[src/hw/rtl/tsbg_pkg.sv]
// ----------------------------------------------------------------------------
// tsbg_pkg
// Shared types and constants of the tempo-synced breakpoint gain block.
// ----------------------------------------------------------------------------
package tsbg_pkg;

	localparam int NUM_POINTS_DEF = 5;
	localparam int GROUP_SIZE_DEF = 8;
	localparam int MAX_POINTS     = 8;

	localparam int SAMPLE_W = 24;
	localparam int PHASE_W  = 16;
	localparam int FRAC_W   = 16;
	localparam int COORD_W  = 16;
	localparam int POINT_W  = 32;
	localparam int CFG_W    = 32;

	localparam logic [PHASE_W-1:0] PERIOD_RESET = 16'd6000;

	localparam logic [POINT_W-1:0] POINT_RESET [MAX_POINTS] = '{
		32'h0000_0000, 32'h4000_0000, 32'h4000_8000, 32'h8000_8000,
		32'h8000_0000, 32'h8000_0000, 32'h8000_0000, 32'h8000_0000
	};

	localparam int QUEUE_DEPTH = 2;

	localparam int DIV_DVD_W          = 32;
	localparam int DIV_DSR_W          = 16;
	localparam int DIV_BITS_PER_CYCLE = 2;

	typedef struct packed {
		logic signed [SAMPLE_W-1:0] left;
		logic signed [SAMPLE_W-1:0] right;
		logic        [PHASE_W-1:0]  phase;
	} item_t;

	typedef struct packed {
		logic full;
		logic valid;
	} queue_stat_t;

	typedef struct packed {
		logic [COORD_W-1:0] x1;
		logic [COORD_W-1:0] y1;
		logic [COORD_W-1:0] x2;
		logic [COORD_W-1:0] y2;
	} segment_t;

endpackage

[src/hw/rtl/tempo_synced_breakpoint_gain.sv]
// ----------------------------------------------------------------------------
// tempo_synced_breakpoint_gain
// Tempo-synced piecewise-linear tremolo on a stereo sample stream.
// ----------------------------------------------------------------------------
// Input channel: in_valid/in_stall carry one stereo sample with the transport
// flag and beat fraction. Output channel: out_valid/out_stall carry the scaled
// pair, one result item per input item, in order.
// The front tracks the phase index as it accepts each item and pushes into a
// two-entry queue; the back works on one item at a time. Per item the back
// makes two passes of the shared divider (phase and interpolation) plus setup,
// multiply and output steps; flat segments skip the second divide, a zero
// period skips the first. The divider sets the throughput.
// Configuration writes (cfg_write, cfg_index, cfg_data) take effect at once;
// breakpoints use index 0..NUM_POINTS-1, the period index NUM_POINTS.
// Reset clears the phase index, sub-counter, transport flag and queue, and
// loads the default shape and period; no clearing pass is needed.
// When the receiver stalls, the result holds in the output register, the back
// waits, the queue fills and then in_stall rises.
// ----------------------------------------------------------------------------
module tempo_synced_breakpoint_gain #(
	parameter int NUM_POINTS = tsbg_pkg::NUM_POINTS_DEF,
	parameter int GROUP_SIZE = tsbg_pkg::GROUP_SIZE_DEF
) (
	input  logic                                    clk,
	input  logic                                    arst_n,
	input  logic                                    cfg_write,
	input  logic [$clog2(NUM_POINTS+1)-1:0]         cfg_index,
	input  logic [tsbg_pkg::CFG_W-1:0]              cfg_data,
	input  logic                                    in_valid,
	output logic                                    in_stall,
	input  logic signed [tsbg_pkg::SAMPLE_W-1:0]    left_in,
	input  logic signed [tsbg_pkg::SAMPLE_W-1:0]    right_in,
	input  logic                                    playing,
	input  logic        [tsbg_pkg::FRAC_W-1:0]      beat_fraction,
	output logic                                    out_valid,
	input  logic                                    out_stall,
	output logic signed [tsbg_pkg::SAMPLE_W-1:0]    left_out,
	output logic signed [tsbg_pkg::SAMPLE_W-1:0]    right_out
);

	localparam int IDX_W = $clog2(NUM_POINTS + 1);
	localparam logic [IDX_W-1:0] PERIOD_IDX = IDX_W'(NUM_POINTS);

	logic [NUM_POINTS-1:0][tsbg_pkg::POINT_W-1:0] points_q;
	logic [tsbg_pkg::PHASE_W-1:0]                 period_q;

	tsbg_pkg::queue_stat_t q_stat;
	tsbg_pkg::item_t       push_item;
	tsbg_pkg::item_t       q_head;
	logic                  push;
	logic                  pop;

	always_ff @(posedge clk or negedge arst_n) begin
		if (!arst_n) begin
			for (int i = 0; i < NUM_POINTS; i++) begin
				points_q[i] <= tsbg_pkg::POINT_RESET[i];
			end
			period_q <= tsbg_pkg::PERIOD_RESET;
		end else if (cfg_write) begin
			for (int i = 0; i < NUM_POINTS; i++) begin
				if (cfg_index == IDX_W'(i)) begin
					points_q[i] <= cfg_data;
				end
			end
			if (cfg_index == PERIOD_IDX) begin
				period_q <= cfg_data[tsbg_pkg::PHASE_W-1:0];
			end
		end
	end

	tsbg_front #(
		.GROUP_SIZE (GROUP_SIZE)
	) u_front (
		.clk           (clk),
		.arst_n        (arst_n),
		.in_valid      (in_valid),
		.in_stall      (in_stall),
		.left_in       (left_in),
		.right_in      (right_in),
		.playing       (playing),
		.beat_fraction (beat_fraction),
		.period        (period_q),
		.q_stat        (q_stat),
		.push          (push),
		.push_item     (push_item)
	);

	tsbg_queue u_queue (
		.clk       (clk),
		.arst_n    (arst_n),
		.push      (push),
		.push_item (push_item),
		.pop       (pop),
		.head      (q_head),
		.stat      (q_stat)
	);

	tsbg_back #(
		.NUM_POINTS (NUM_POINTS)
	) u_back (
		.clk       (clk),
		.arst_n    (arst_n),
		.points    (points_q),
		.period    (period_q),
		.q_stat    (q_stat),
		.q_head    (q_head),
		.pop       (pop),
		.out_valid (out_valid),
		.out_stall (out_stall),
		.left_out  (left_out),
		.right_out (right_out)
	);

endmodule

[src/hw/rtl/tsbg_front.sv]
// ----------------------------------------------------------------------------
// tsbg_front
// Accepts items, tracks transport and phase index, pushes the phase per item.
// ----------------------------------------------------------------------------
module tsbg_front #(
	parameter int GROUP_SIZE = tsbg_pkg::GROUP_SIZE_DEF
) (
	input  logic                                  clk,
	input  logic                                  arst_n,
	input  logic                                  in_valid,
	output logic                                  in_stall,
	input  logic signed [tsbg_pkg::SAMPLE_W-1:0]  left_in,
	input  logic signed [tsbg_pkg::SAMPLE_W-1:0]  right_in,
	input  logic                                  playing,
	input  logic        [tsbg_pkg::FRAC_W-1:0]    beat_fraction,
	input  logic        [tsbg_pkg::PHASE_W-1:0]   period,
	input  tsbg_pkg::queue_stat_t                 q_stat,
	output logic                                  push,
	output tsbg_pkg::item_t                       push_item
);

	localparam int GC_W  = (GROUP_SIZE > 1) ? $clog2(GROUP_SIZE) : 1;
	localparam int GCN_W = GC_W + 1;
	localparam int PW    = tsbg_pkg::PHASE_W;

	logic [PW-1:0]                           phase_q;
	logic [GC_W-1:0]                         gc_q;
	logic                                    was_playing_q;
	logic [tsbg_pkg::FRAC_W+PW-1:0]          sync_prod;
	logic [PW-1:0]                           phase_w;
	logic [GCN_W-1:0]                        gc_next;
	logic                                    gc_wrap;

	assign in_stall = q_stat.full;
	assign push     = in_valid && !q_stat.full;

	always_comb begin
		sync_prod = beat_fraction * period;
		phase_w   = (playing && !was_playing_q) ? sync_prod[tsbg_pkg::FRAC_W+PW-1:tsbg_pkg::FRAC_W]
		                                        : phase_q;
		if (phase_w >= period) begin
			phase_w = '0;
		end
		gc_next = {1'b0, gc_q} + GCN_W'(1);
		gc_wrap = gc_next >= GCN_W'(GROUP_SIZE);
	end

	assign push_item.left  = left_in;
	assign push_item.right = right_in;
	assign push_item.phase = phase_w;

	always_ff @(posedge clk or negedge arst_n) begin
		if (!arst_n) begin
			phase_q       <= '0;
			gc_q          <= '0;
			was_playing_q <= 1'b0;
		end else if (push) begin
			was_playing_q <= playing;
			if (gc_wrap) begin
				gc_q    <= '0;
				phase_q <= phase_w + PW'(1);
			end else begin
				gc_q    <= gc_next[GC_W-1:0];
				phase_q <= phase_w;
			end
		end
	end

endmodule

[src/hw/rtl/tsbg_queue.sv]
// ----------------------------------------------------------------------------
// tsbg_queue
// Short item queue between front and back.
// ----------------------------------------------------------------------------
module tsbg_queue (
	input  logic                  clk,
	input  logic                  arst_n,
	input  logic                  push,
	input  tsbg_pkg::item_t       push_item,
	input  logic                  pop,
	output tsbg_pkg::item_t       head,
	output tsbg_pkg::queue_stat_t stat
);

	localparam int DEPTH = tsbg_pkg::QUEUE_DEPTH;
	localparam int PTR_W = (DEPTH > 1) ? $clog2(DEPTH) : 1;
	localparam int CNT_W = $clog2(DEPTH + 1);

	tsbg_pkg::item_t  mem_q [DEPTH];
	logic [PTR_W-1:0] wr_ptr_q;
	logic [PTR_W-1:0] rd_ptr_q;
	logic [CNT_W-1:0] count_q;

	assign stat.full  = count_q == CNT_W'(DEPTH);
	assign stat.valid = count_q != '0;
	assign head       = mem_q[rd_ptr_q];

	always_ff @(posedge clk) begin
		if (push) begin
			mem_q[wr_ptr_q] <= push_item;
		end
	end

	always_ff @(posedge clk or negedge arst_n) begin
		if (!arst_n) begin
			wr_ptr_q <= '0;
			rd_ptr_q <= '0;
			count_q  <= '0;
		end else begin
			if (push) begin
				wr_ptr_q <= (wr_ptr_q == PTR_W'(DEPTH - 1)) ? '0 : wr_ptr_q + PTR_W'(1);
			end
			if (pop) begin
				rd_ptr_q <= (rd_ptr_q == PTR_W'(DEPTH - 1)) ? '0 : rd_ptr_q + PTR_W'(1);
			end
			if (push && !pop) begin
				count_q <= count_q + CNT_W'(1);
			end else if (pop && !push) begin
				count_q <= count_q - CNT_W'(1);
			end
		end
	end

endmodule

[src/hw/rtl/tsbg_div.sv]
// ----------------------------------------------------------------------------
// tsbg_div
// Unsigned restoring divider, two quotient bits per cycle.
// ----------------------------------------------------------------------------
module tsbg_div (
	input  logic                              clk,
	input  logic                              arst_n,
	input  logic                              start,
	input  logic [tsbg_pkg::DIV_DVD_W-1:0]    dividend,
	input  logic [tsbg_pkg::DIV_DSR_W-1:0]    divisor,
	output logic                              done,
	output logic [tsbg_pkg::DIV_DVD_W-1:0]    quotient
);

	localparam int DVD_W  = tsbg_pkg::DIV_DVD_W;
	localparam int DSR_W  = tsbg_pkg::DIV_DSR_W;
	localparam int STEPS  = tsbg_pkg::DIV_BITS_PER_CYCLE;
	localparam int CYCLES = DVD_W / STEPS;
	localparam int CNT_W  = (CYCLES > 1) ? $clog2(CYCLES) : 1;

	logic [DSR_W-1:0] rem_q;
	logic [DVD_W-1:0] quo_q;
	logic [DSR_W-1:0] dsr_q;
	logic [CNT_W-1:0] cnt_q;
	logic             busy_q;
	logic             done_q;
	logic [DSR_W-1:0] rem_w;
	logic [DVD_W-1:0] quo_w;

	always_comb begin
		logic [DSR_W:0] trial;
		logic           qbit;
		rem_w = rem_q;
		quo_w = quo_q;
		for (int s = 0; s < STEPS; s++) begin
			trial = {rem_w, quo_w[DVD_W-1]};
			qbit  = trial >= {1'b0, dsr_q};
			if (qbit) begin
				trial = trial - {1'b0, dsr_q};
			end
			rem_w = trial[DSR_W-1:0];
			quo_w = {quo_w[DVD_W-2:0], qbit};
		end
	end

	assign done     = done_q;
	assign quotient = quo_q;

	always_ff @(posedge clk) begin
		if (start) begin
			rem_q <= '0;
			quo_q <= dividend;
			dsr_q <= divisor;
		end else if (busy_q) begin
			rem_q <= rem_w;
			quo_q <= quo_w;
		end
	end

	always_ff @(posedge clk or negedge arst_n) begin
		if (!arst_n) begin
			cnt_q  <= '0;
			busy_q <= 1'b0;
			done_q <= 1'b0;
		end else if (start) begin
			cnt_q  <= '0;
			busy_q <= 1'b1;
			done_q <= 1'b0;
		end else if (busy_q) begin
			cnt_q <= cnt_q + CNT_W'(1);
			if (cnt_q == CNT_W'(CYCLES - 1)) begin
				busy_q <= 1'b0;
				done_q <= 1'b1;
			end
		end else begin
			done_q <= 1'b0;
		end
	end

endmodule

[src/hw/rtl/tsbg_back.sv]
// ----------------------------------------------------------------------------
// tsbg_back
// Phase-to-gain lookup, interpolation and stereo scaling with output register.
// ----------------------------------------------------------------------------
module tsbg_back #(
	parameter int NUM_POINTS = tsbg_pkg::NUM_POINTS_DEF
) (
	input  logic                                              clk,
	input  logic                                              arst_n,
	input  logic [NUM_POINTS-1:0][tsbg_pkg::POINT_W-1:0]      points,
	input  logic [tsbg_pkg::PHASE_W-1:0]                      period,
	input  tsbg_pkg::queue_stat_t                             q_stat,
	input  tsbg_pkg::item_t                                   q_head,
	output logic                                              pop,
	output logic                                              out_valid,
	input  logic                                              out_stall,
	output logic signed [tsbg_pkg::SAMPLE_W-1:0]              left_out,
	output logic signed [tsbg_pkg::SAMPLE_W-1:0]              right_out
);

	localparam int SW    = tsbg_pkg::SAMPLE_W;
	localparam int CW    = tsbg_pkg::COORD_W;
	localparam int PW    = tsbg_pkg::PHASE_W;
	localparam int DVD_W = tsbg_pkg::DIV_DVD_W;
	localparam int DSR_W = tsbg_pkg::DIV_DSR_W;
	localparam int DIF_W = CW + 1;
	localparam int PRD_W = 2 * DIF_W;
	localparam int GN_W  = DVD_W + 2;
	localparam int MUL_W = SW + CW + 1;
	localparam int SHR   = 15;
	localparam int SHF_W = MUL_W - SHR;

	typedef enum logic [7:0] {
		S_IDLE   = 8'b0000_0001,
		S_DIV1   = 8'b0000_0010,
		S_SEG    = 8'b0000_0100,
		S_PROD   = 8'b0000_1000,
		S_DSTART = 8'b0001_0000,
		S_DIV2   = 8'b0010_0000,
		S_SCALE  = 8'b0100_0000,
		S_OUT    = 8'b1000_0000
	} state_t;

	state_t                     state_q;
	logic signed [SW-1:0]       left_q;
	logic signed [SW-1:0]       right_q;
	logic [CW-1:0]              x0_q;
	tsbg_pkg::segment_t         seg_q;
	tsbg_pkg::segment_t         seg_w;
	logic signed [PRD_W-1:0]    prod_q;
	logic signed [DIF_W-1:0]    den_q;
	logic                       neg_q;
	logic [CW-1:0]              gain_q;
	logic signed [MUL_W-1:0]    mul_l_q;
	logic signed [MUL_W-1:0]    mul_r_q;
	logic                       out_valid_q;
	logic signed [SW-1:0]       left_out_q;
	logic signed [SW-1:0]       right_out_q;

	logic                       div_start;
	logic [DVD_W-1:0]           div_dvd;
	logic [DSR_W-1:0]           div_dsr;
	logic                       div_done;
	logic [DVD_W-1:0]           div_quo;

	logic                       flat;
	logic signed [PRD_W-1:0]    prod_abs;
	logic signed [DIF_W-1:0]    den_abs;
	logic signed [GN_W-1:0]     quo_s;
	logic signed [GN_W-1:0]     gain_w;
	logic                       out_free;

	function automatic logic signed [SW-1:0] sat(input logic signed [MUL_W-1:0] p);
		logic signed [SHF_W-1:0] r;
		r = SHF_W'(p >>> SHR);
		if (r > SHF_W'(signed'({1'b0, {(SW-1){1'b1}}}))) begin
			return {1'b0, {(SW-1){1'b1}}};
		end else if (r < -SHF_W'(signed'({1'b0, 1'b1, {(SW-1){1'b0}}}))) begin
			return {1'b1, {(SW-1){1'b0}}};
		end
		return r[SW-1:0];
	endfunction

	always_comb begin
		seg_w.x1 = points[NUM_POINTS-2][2*CW-1:CW];
		seg_w.y1 = points[NUM_POINTS-2][CW-1:0];
		seg_w.x2 = points[NUM_POINTS-1][2*CW-1:CW];
		seg_w.y2 = points[NUM_POINTS-1][CW-1:0];
		for (int i = NUM_POINTS - 2; i >= 1; i--) begin
			if (x0_q <= points[i][2*CW-1:CW]) begin
				seg_w.x1 = points[i-1][2*CW-1:CW];
				seg_w.y1 = points[i-1][CW-1:0];
				seg_w.x2 = points[i][2*CW-1:CW];
				seg_w.y2 = points[i][CW-1:0];
			end
		end
	end

	always_comb begin
		flat     = (x0_q == seg_q.x1) || (seg_q.y1 == seg_q.y2) || (seg_q.x2 == seg_q.x1);
		prod_abs = prod_q[PRD_W-1] ? -prod_q : prod_q;
		den_abs  = den_q[DIF_W-1] ? -den_q : den_q;
		quo_s    = neg_q ? -signed'({2'b00, div_quo}) : signed'({2'b00, div_quo});
		gain_w   = signed'(GN_W'(seg_q.y1)) + quo_s;
		pop      = (state_q == S_IDLE) && q_stat.valid;
		out_free = !out_valid_q || !out_stall;
	end

	always_comb begin
		div_start = 1'b0;
		div_dvd   = {1'b0, q_head.phase, {(DVD_W-PW-1){1'b0}}};
		div_dsr   = period;
		if (pop && (period != '0)) begin
			div_start = 1'b1;
		end else if (state_q == S_DSTART) begin
			div_start = 1'b1;
			div_dvd   = prod_abs[DVD_W-1:0];
			div_dsr   = den_abs[DSR_W-1:0];
		end
	end

	tsbg_div u_div (
		.clk      (clk),
		.arst_n   (arst_n),
		.start    (div_start),
		.dividend (div_dvd),
		.divisor  (div_dsr),
		.done     (div_done),
		.quotient (div_quo)
	);

	always_ff @(posedge clk) begin
		unique case (state_q)
			S_IDLE: begin
				left_q  <= q_head.left;
				right_q <= q_head.right;
				x0_q    <= '0;
			end
			S_DIV1: begin
				x0_q <= div_quo[CW-1:0];
			end
			S_SEG: begin
				seg_q <= seg_w;
			end
			S_PROD: begin
				gain_q <= seg_q.y1;
				prod_q <= signed'({1'b0, seg_q.y2} - {1'b0, seg_q.y1})
				        * signed'({1'b0, x0_q} - {1'b0, seg_q.x1});
				den_q  <= signed'({1'b0, seg_q.x2} - {1'b0, seg_q.x1});
			end
			S_DSTART: begin
				neg_q <= prod_q[PRD_W-1] ^ den_q[DIF_W-1];
			end
			S_DIV2: begin
				if (gain_w < 0) begin
					gain_q <= '0;
				end else if (gain_w > signed'(GN_W'({CW{1'b1}}))) begin
					gain_q <= '1;
				end else begin
					gain_q <= gain_w[CW-1:0];
				end
			end
			S_SCALE: begin
				mul_l_q <= left_q * signed'({1'b0, gain_q});
				mul_r_q <= right_q * signed'({1'b0, gain_q});
			end
			S_OUT: begin
				if (out_free) begin
					left_out_q  <= sat(mul_l_q);
					right_out_q <= sat(mul_r_q);
				end
			end
			default: begin
			end
		endcase
	end

	always_ff @(posedge clk or negedge arst_n) begin
		if (!arst_n) begin
			state_q     <= S_IDLE;
			out_valid_q <= 1'b0;
		end else begin
			if ((state_q == S_OUT) && out_free) begin
				out_valid_q <= 1'b1;
			end else if (out_valid_q && !out_stall) begin
				out_valid_q <= 1'b0;
			end
			unique case (state_q)
				S_IDLE: begin
					if (pop) begin
						state_q <= (period != '0) ? S_DIV1 : S_SEG;
					end
				end
				S_DIV1: begin
					if (div_done) begin
						state_q <= S_SEG;
					end
				end
				S_SEG: begin
					state_q <= S_PROD;
				end
				S_PROD: begin
					state_q <= flat ? S_SCALE : S_DSTART;
				end
				S_DSTART: begin
					state_q <= S_DIV2;
				end
				S_DIV2: begin
					if (div_done) begin
						state_q <= S_SCALE;
					end
				end
				S_SCALE: begin
					state_q <= S_OUT;
				end
				S_OUT: begin
					if (out_free) begin
						state_q <= S_IDLE;
					end
				end
				default: begin
					state_q <= S_IDLE;
				end
			endcase
		end
	end

	assign out_valid = out_valid_q;
	assign left_out  = left_out_q;
	assign right_out = right_out_q;

	a_done_in_div: assert property (@(posedge clk) disable iff (!arst_n)
		div_done |-> (state_q == S_DIV1 || state_q == S_DIV2))
		else $error("divider finished outside a divide state");

	a_phase_range: assert property (@(posedge clk) disable iff (!arst_n)
		(state_q == S_SEG) |-> !x0_q[CW-1])
		else $error("phase reached 1.0");

	a_out_order: assert property (@(posedge clk) disable iff (!arst_n)
		(state_q == S_OUT) |-> ($past(state_q) == S_SCALE || $past(state_q) == S_OUT))
		else $error("output state entered without scaling");

endmodule

[config.mk]
export PLATFORM = sky130hd
export DESIGN_NAME = tempo_synced_breakpoint_gain
export DESIGN_NICKNAME = d
export VERILOG_FILES = /design/src/hw/rtl/tsbg_pkg.sv /design/src/hw/rtl/tempo_synced_breakpoint_gain.sv /design/src/hw/rtl/tsbg_front.sv /design/src/hw/rtl/tsbg_queue.sv /design/src/hw/rtl/tsbg_div.sv /design/src/hw/rtl/tsbg_back.sv
export SDC_FILE = /design/constraint.sdc
export NUM_CORES = 2
export LEC_CHECK = 0
export ABC_AREA = 1
export BUFFER_PORTS_ARGS = -buffer_cell sky130_fd_sc_hd__buf_2
export CAP_MARGIN = 40
export CORE_ASPECT_RATIO = 0.9
export CORE_MARGIN = 10
export CORE_UTILIZATION = 40
export DETAILED_ROUTE_END_ITERATION = 7
export GPL_ROUTABILITY_DRIVEN = 0
export PLACE_DENSITY_LB_ADDON = 0.1
export SLEW_MARGIN = 20
export SYNTH_ARGS = -nofsm -noshare
export SYNTH_HDL_FRONTEND = slang
export SYNTH_HIERARCHICAL = 1
export SYNTH_SLANG_ARGS = --single-unit
[constraint.sdc]
create_clock -name clk -period 8.38 [get_ports clk]
set_input_delay 1.676 -clock clk [delete_from_list [all_inputs] [get_ports clk]]
set_output_delay 1.676 -clock clk [all_outputs]
set_load 0.01 [all_outputs]
==> impl_metrics.prom <==
# TYPE chip_impl_metric gauge
chip_impl_metric{name="part_of_the_yosys_area_used_for_sequential_elements",unit=""} 0.231
chip_impl_metric{name="maxClockFrequency",unit="MHz"} 124
chip_impl_metric{name="mappedNetlistNets",unit=""} 12220
chip_impl_metric{name="ios",unit=""} 155
chip_impl_metric{name="place.port_buffers",unit=""} 154
chip_impl_metric{name="clock_slew_at_the_register_clock_pins_of_the_worst_setup_and_hold_paths",unit="ns"} 0.06
chip_impl_metric{name="finalHoldViolations",unit=""} 0
chip_impl_info{name="timing.rr.end",value="u_back/prod_q[26]$_DFFE_PP_"} 1
chip_impl_metric{name="cts_num_sinks",unit=""} 702
chip_impl_metric{name="pin_count_of_the_biggest_net_entering_global_routing",unit=""} 122
chip_impl_metric{name="synth_enable_flop_cells",unit=""} 471
chip_impl_metric{name="max-slew-margin-rel",unit=""} 0.375
chip_impl_info{name="setup_repair_after_global_routing_missed_its_margin",value="yes"} 1
chip_impl_metric{name="die_w",unit="um"} 509
chip_impl_info{name="worstHoldStart",value="points_q[159]$_DFFE_PN1P_"} 1
chip_impl_info{name="status",value="finished, final reports clean"} 1
chip_impl_metric{name="fp.coreArea",unit="um^2"} 214000
chip_impl_info{name="timing_worst_setup_path_type",value="input port to flip-flop"} 1
chip_impl_metric{name="yosysUniqueCellTypes",unit=""} 66
chip_impl_info{name="cts_tree",value="yes"} 1
chip_impl_metric{name="clock_insertion_delay_worst_skew",unit="ns"} 0.75
chip_impl_metric{name="clockBufferDepth",unit=""} 3
chip_impl_metric{name="cp_data_required_time",unit="ns"} 9.04
chip_impl_metric{name="dp.final_hpwl",unit="mm"} 213
chip_impl_metric{name="totalWireLength",unit="mm"} 265
chip_impl_metric{name="ys_seq_elements",unit=""} 702
chip_impl_metric{name="postSynthAreaPerCell",unit="um^2"} 8.34
chip_impl_metric{name="cts_hold_repair.buffers",unit=""} 0
chip_impl_metric{name="final_net_count",unit=""} 12473
chip_impl_metric{name="first_global_vias",unit=""} 70966
chip_impl_info{name="critPathSlowestCell",value="fa_1"} 1
chip_impl_metric{name="yosys_warnings",unit=""} 6
chip_impl_metric{name="r2r_cells",unit=""} 36
chip_impl_metric{name="route.antenna.remaining_nets",unit=""} 0
chip_impl_metric{name="initial_utilization",unit=""} 0.402
chip_impl_info{name="hold_removal_path_class",value="flip-flop to flip-flop"} 1
chip_impl_info{name="cts_root_buf",value="clkbuf_16"} 1
chip_impl_metric{name="overflow",unit=""} 0
chip_impl_metric{name="final_core_utilization",unit=""} 0.447
chip_impl_metric{name="synthesis.instances",unit=""} 10318
chip_impl_metric{name="viasPerCell",unit=""} 5.01
chip_impl_metric{name="critPathArrivalTime",unit="ns"} 8.76
chip_impl_info{name="crit_top_cell",value="nand2_1"} 1
chip_impl_info{name="whs_endpoint",value="points_q[159]$_DFFE_PN1P_"} 1
chip_impl_metric{name="finalSetupViolations",unit=""} 0
chip_impl_metric{name="worstPathMaxFanout",unit=""} 6
chip_impl_metric{name="vias",unit=""} 67683
chip_impl_metric{name="die-height",unit="um"} 460
chip_impl_metric{name="post-route-drc-count",unit=""} 0
chip_impl_info{name="timing.rr.start",value="u_back/seg_q[34]$_DFFE_PP_"} 1
chip_impl_info{name="cp-start-kind",value="input port"} 1
chip_impl_metric{name="drv.max_cap_violation_count",unit=""} 0
chip_impl_metric{name="slew_violations",unit=""} 0
chip_impl_metric{name="max_slew.worst_pin.slew",unit="ns"} 0.938
chip_impl_metric{name="drt_first_pass_iters",unit=""} 6
chip_impl_info{name="crit_path_end_kind",value="flip-flop"} 1
chip_impl_metric{name="period_minus_slack",unit="ns"} 8.10
chip_impl_metric{name="grt_antenna_before_repair",unit=""} 5
chip_impl_metric{name="drt-initial-drc-count",unit=""} 4759
chip_impl_metric{name="floorplan.die_area",unit="um^2"} 234000
chip_impl_metric{name="grt_pass1_wl",unit="mm"} 416
chip_impl_metric{name="finalCritPeriodShare",unit=""} 0.966
chip_impl_metric{name="routed_wl_per_cell",unit="um"} 19.6
chip_impl_metric{name="max_stage_delay_on_crit_path",unit="ns"} 0.60
chip_impl_metric{name="layout-drive-gt1-share",unit=""} 0.102
chip_impl_metric{name="synthDominantCellAreaShare",unit=""} 0.290
chip_impl_metric{name="synth-async-reset-ratio",unit=""} 0.306
chip_impl_metric{name="hold-path-cell-count",unit=""} 2
chip_impl_metric{name="post_synth_instance_area",unit="um^2"} 86000
chip_impl_metric{name="cts_made_buffers",unit=""} 84
chip_impl_metric{name="area.growth.synth_to_final",unit="%"} 11.2
chip_impl_metric{name="global_route.usage.total",unit=""} 0.228
chip_impl_metric{name="cts-htree-levels",unit=""} 3
chip_impl_info{name="yosys_most_used_dff",value="edfxtp_1"} 1
chip_impl_metric{name="row_cnt",unit=""} 161
chip_impl_info{name="ys_top_cells_by_area",value="fa_1, edfxtp_1, nand2_1"} 1
chip_impl_info{name="netlist.top_cell.by_area",value="fa_1"} 1
chip_impl_metric{name="clock_skew",unit="ns"} 0.0573
chip_impl_metric{name="ff2ff_setup_slack",unit="ns"} 0.33
-- placed cells by master (no fill, tap or decap), drive strengths merged, types with 32 or more instances in the layout --
cell / synthesis / final
fa: 1246 / 1246
clkbuf: 341 / 109
edfxtp: 471 / 471
o21ai: 256 / 256
nand2: 2746 / 2746
a21oi: 450 / 450
buf: 113 / 618
a31oi: 32 / 32
clkinv: 11 / 45
nor2: 559 / 559
xnor2: 90 / 90
nor3: 50 / 50
xor2: 149 / 149
mux2: 64 / 64
nand3: 349 / 349
ha: 551 / 551
inv: 2370 / 2375
dfrtp: 201 / 201
nand4: 40 / 40
-- cell type report --
class                      instances  area, um^2
sequential                       702       19900
tap                             2852        3570
clock inverter                    49         493
fill                           21256      118000
clock buffer                     106        2230
multi-input combinational       6781       55700
antenna                            5        12.5
timing repair buffer             621        4790
inverter                        2381        8940
-- kinds of logic (layout without fill, tap and decap cells) --
family,count (synthesis),after routing,synth area share
AO/OA/AOI/OAI,876,876,0.0563
XOR/XNOR,239,239,0.0243
multiplexers,64,64,0.0106
other,0,5,0
adder cells (fa/ha/maj),1797,1797,0.370
buffers and inverters,2835,3157,0.127
flip-flops,702,702,0.231
AND/OR/NAND/NOR,3805,3805,0.180
-- worst max-delay path: cells and delay by family --
family | cells | cell delay (ns)
AO/OA/AOI/OAI | 3 | 0.38
AND/OR/NAND/NOR | 21 | 1.95
buffers and inverters | 10 | 0.92
adder cells (fa/ha/maj) | 9 | 3.82
-- worst max path at each step --
stage	to	start	slack, ns	depth (start not counted)
6_report	u_front/phase_q[14]$_DFFE_PN0P_	beat_fraction[5]	0.28	43
5_1_grt	u_front/phase_q[14]$_DFFE_PN0P_	beat_fraction[5]	-0.04	44
4_1_cts	u_back/prod_q[26]$_DFFE_PP_	u_back/seg_q[33]$_DFFE_PP_	0.03	36
3_5_place_dp	u_front/phase_q[8]$_DFFE_PN0P_	beat_fraction[8]	-0.60	41
3_3_place_gp	u_front/phase_q[14]$_DFFE_PN0P_	beat_fraction[8]	-0.49	43
2_1_floorplan	u_front/phase_q[10]$_DFFE_PN0P_	beat_fraction[5]	-0.01	44
-- repair_timing --
item                                    CTS  global route
buffers inserted                          0            11
endpoints found under the setup margin    0            26
gates resized for setup                   0           107
endpoints found under the hold margin     0             0
-- metrics by stage --
stage / instances / hold slack (ns) / setup WS [ns] / instance area [um^2] / setup TNS, ns
after floorplan: 10318 / 0.435 / -0.0115 / 86300 / -0.0115
after global placement: 13292 / 0.450 / -0.489 / 91900 / -7.77
after detailed placement: 13315 / 0.453 / -0.598 / 92300 / -11.50
after CTS: 13470 / 0.462 / 0.0345 / 95000 / 0
after global routing: 13493 / 0.475 / -0.0357 / 95600 / -0.0849
final: 13497 / 0.462 / 0.283 / 95600 / 0
-- metal layers --
metal | routed length, um | up-vias | track usage
li1 | - | 31518 | -
met1 | 116000 | 33888 | 0.308
met2 | 126000 | 1902 | 0.383
met3 | 14000 | 371 | 0.0262
met4 | 9090 | 4 | 0.0688
met5 | 27 | - | 0
-- flip-flops by register name (all words and copies together) (netlist names), 2 cells and up --
| name | count |
|---|---|
| u_back/den_q | 17 |
| u_back/left_out | 24 |
| u_queue/mem_q | 128 |
| u_back/right_q | 24 |
| u_back/u_div/rem_q | 16 |
| u_front/phase_q | 16 |
| u_back/u_div/quotient | 32 |
| u_back/left_q | 24 |
| u_back/mul_r_q | 26 |
| u_back/u_div/dsr_q | 16 |
| u_back/mul_l_q | 26 |
| u_back/gain_q | 16 |
| u_back/seg_q | 64 |
| period_q | 16 |
| u_front/gc_q | 3 |
| u_back/state_q | 8 |
| points_q | 160 |
| u_back/right_out | 24 |
| u_back/prod_q | 33 |
| u_queue/count_q | 2 |
| u_back/u_div/cnt_q | 4 |
| u_back/x0_q | 16 |
-- synthesized netlist by cell type (22+ instances only) --
cell,instances
nand2_2,36
a21oi_1,446
clkbuf_1,341
nand2_1,2703
dfrtp_1,201
xnor2_1,90
xor2_1,149
inv_1,2348
buf_2,30
o21ai_0,233
edfxtp_1,471
fa_1,1246
nor4_1,22
mux2_4,50
inv_2,22
nor3_1,49
nand3_1,331
nor2_2,26
ha_1,551
nor2_1,518
nand4_1,40
buf_4,53
a31oi_1,32
Power is left out: the tool's default activity adds up to more than one toggle a clock period on the data nets, which glitch-free logic cannot reach.
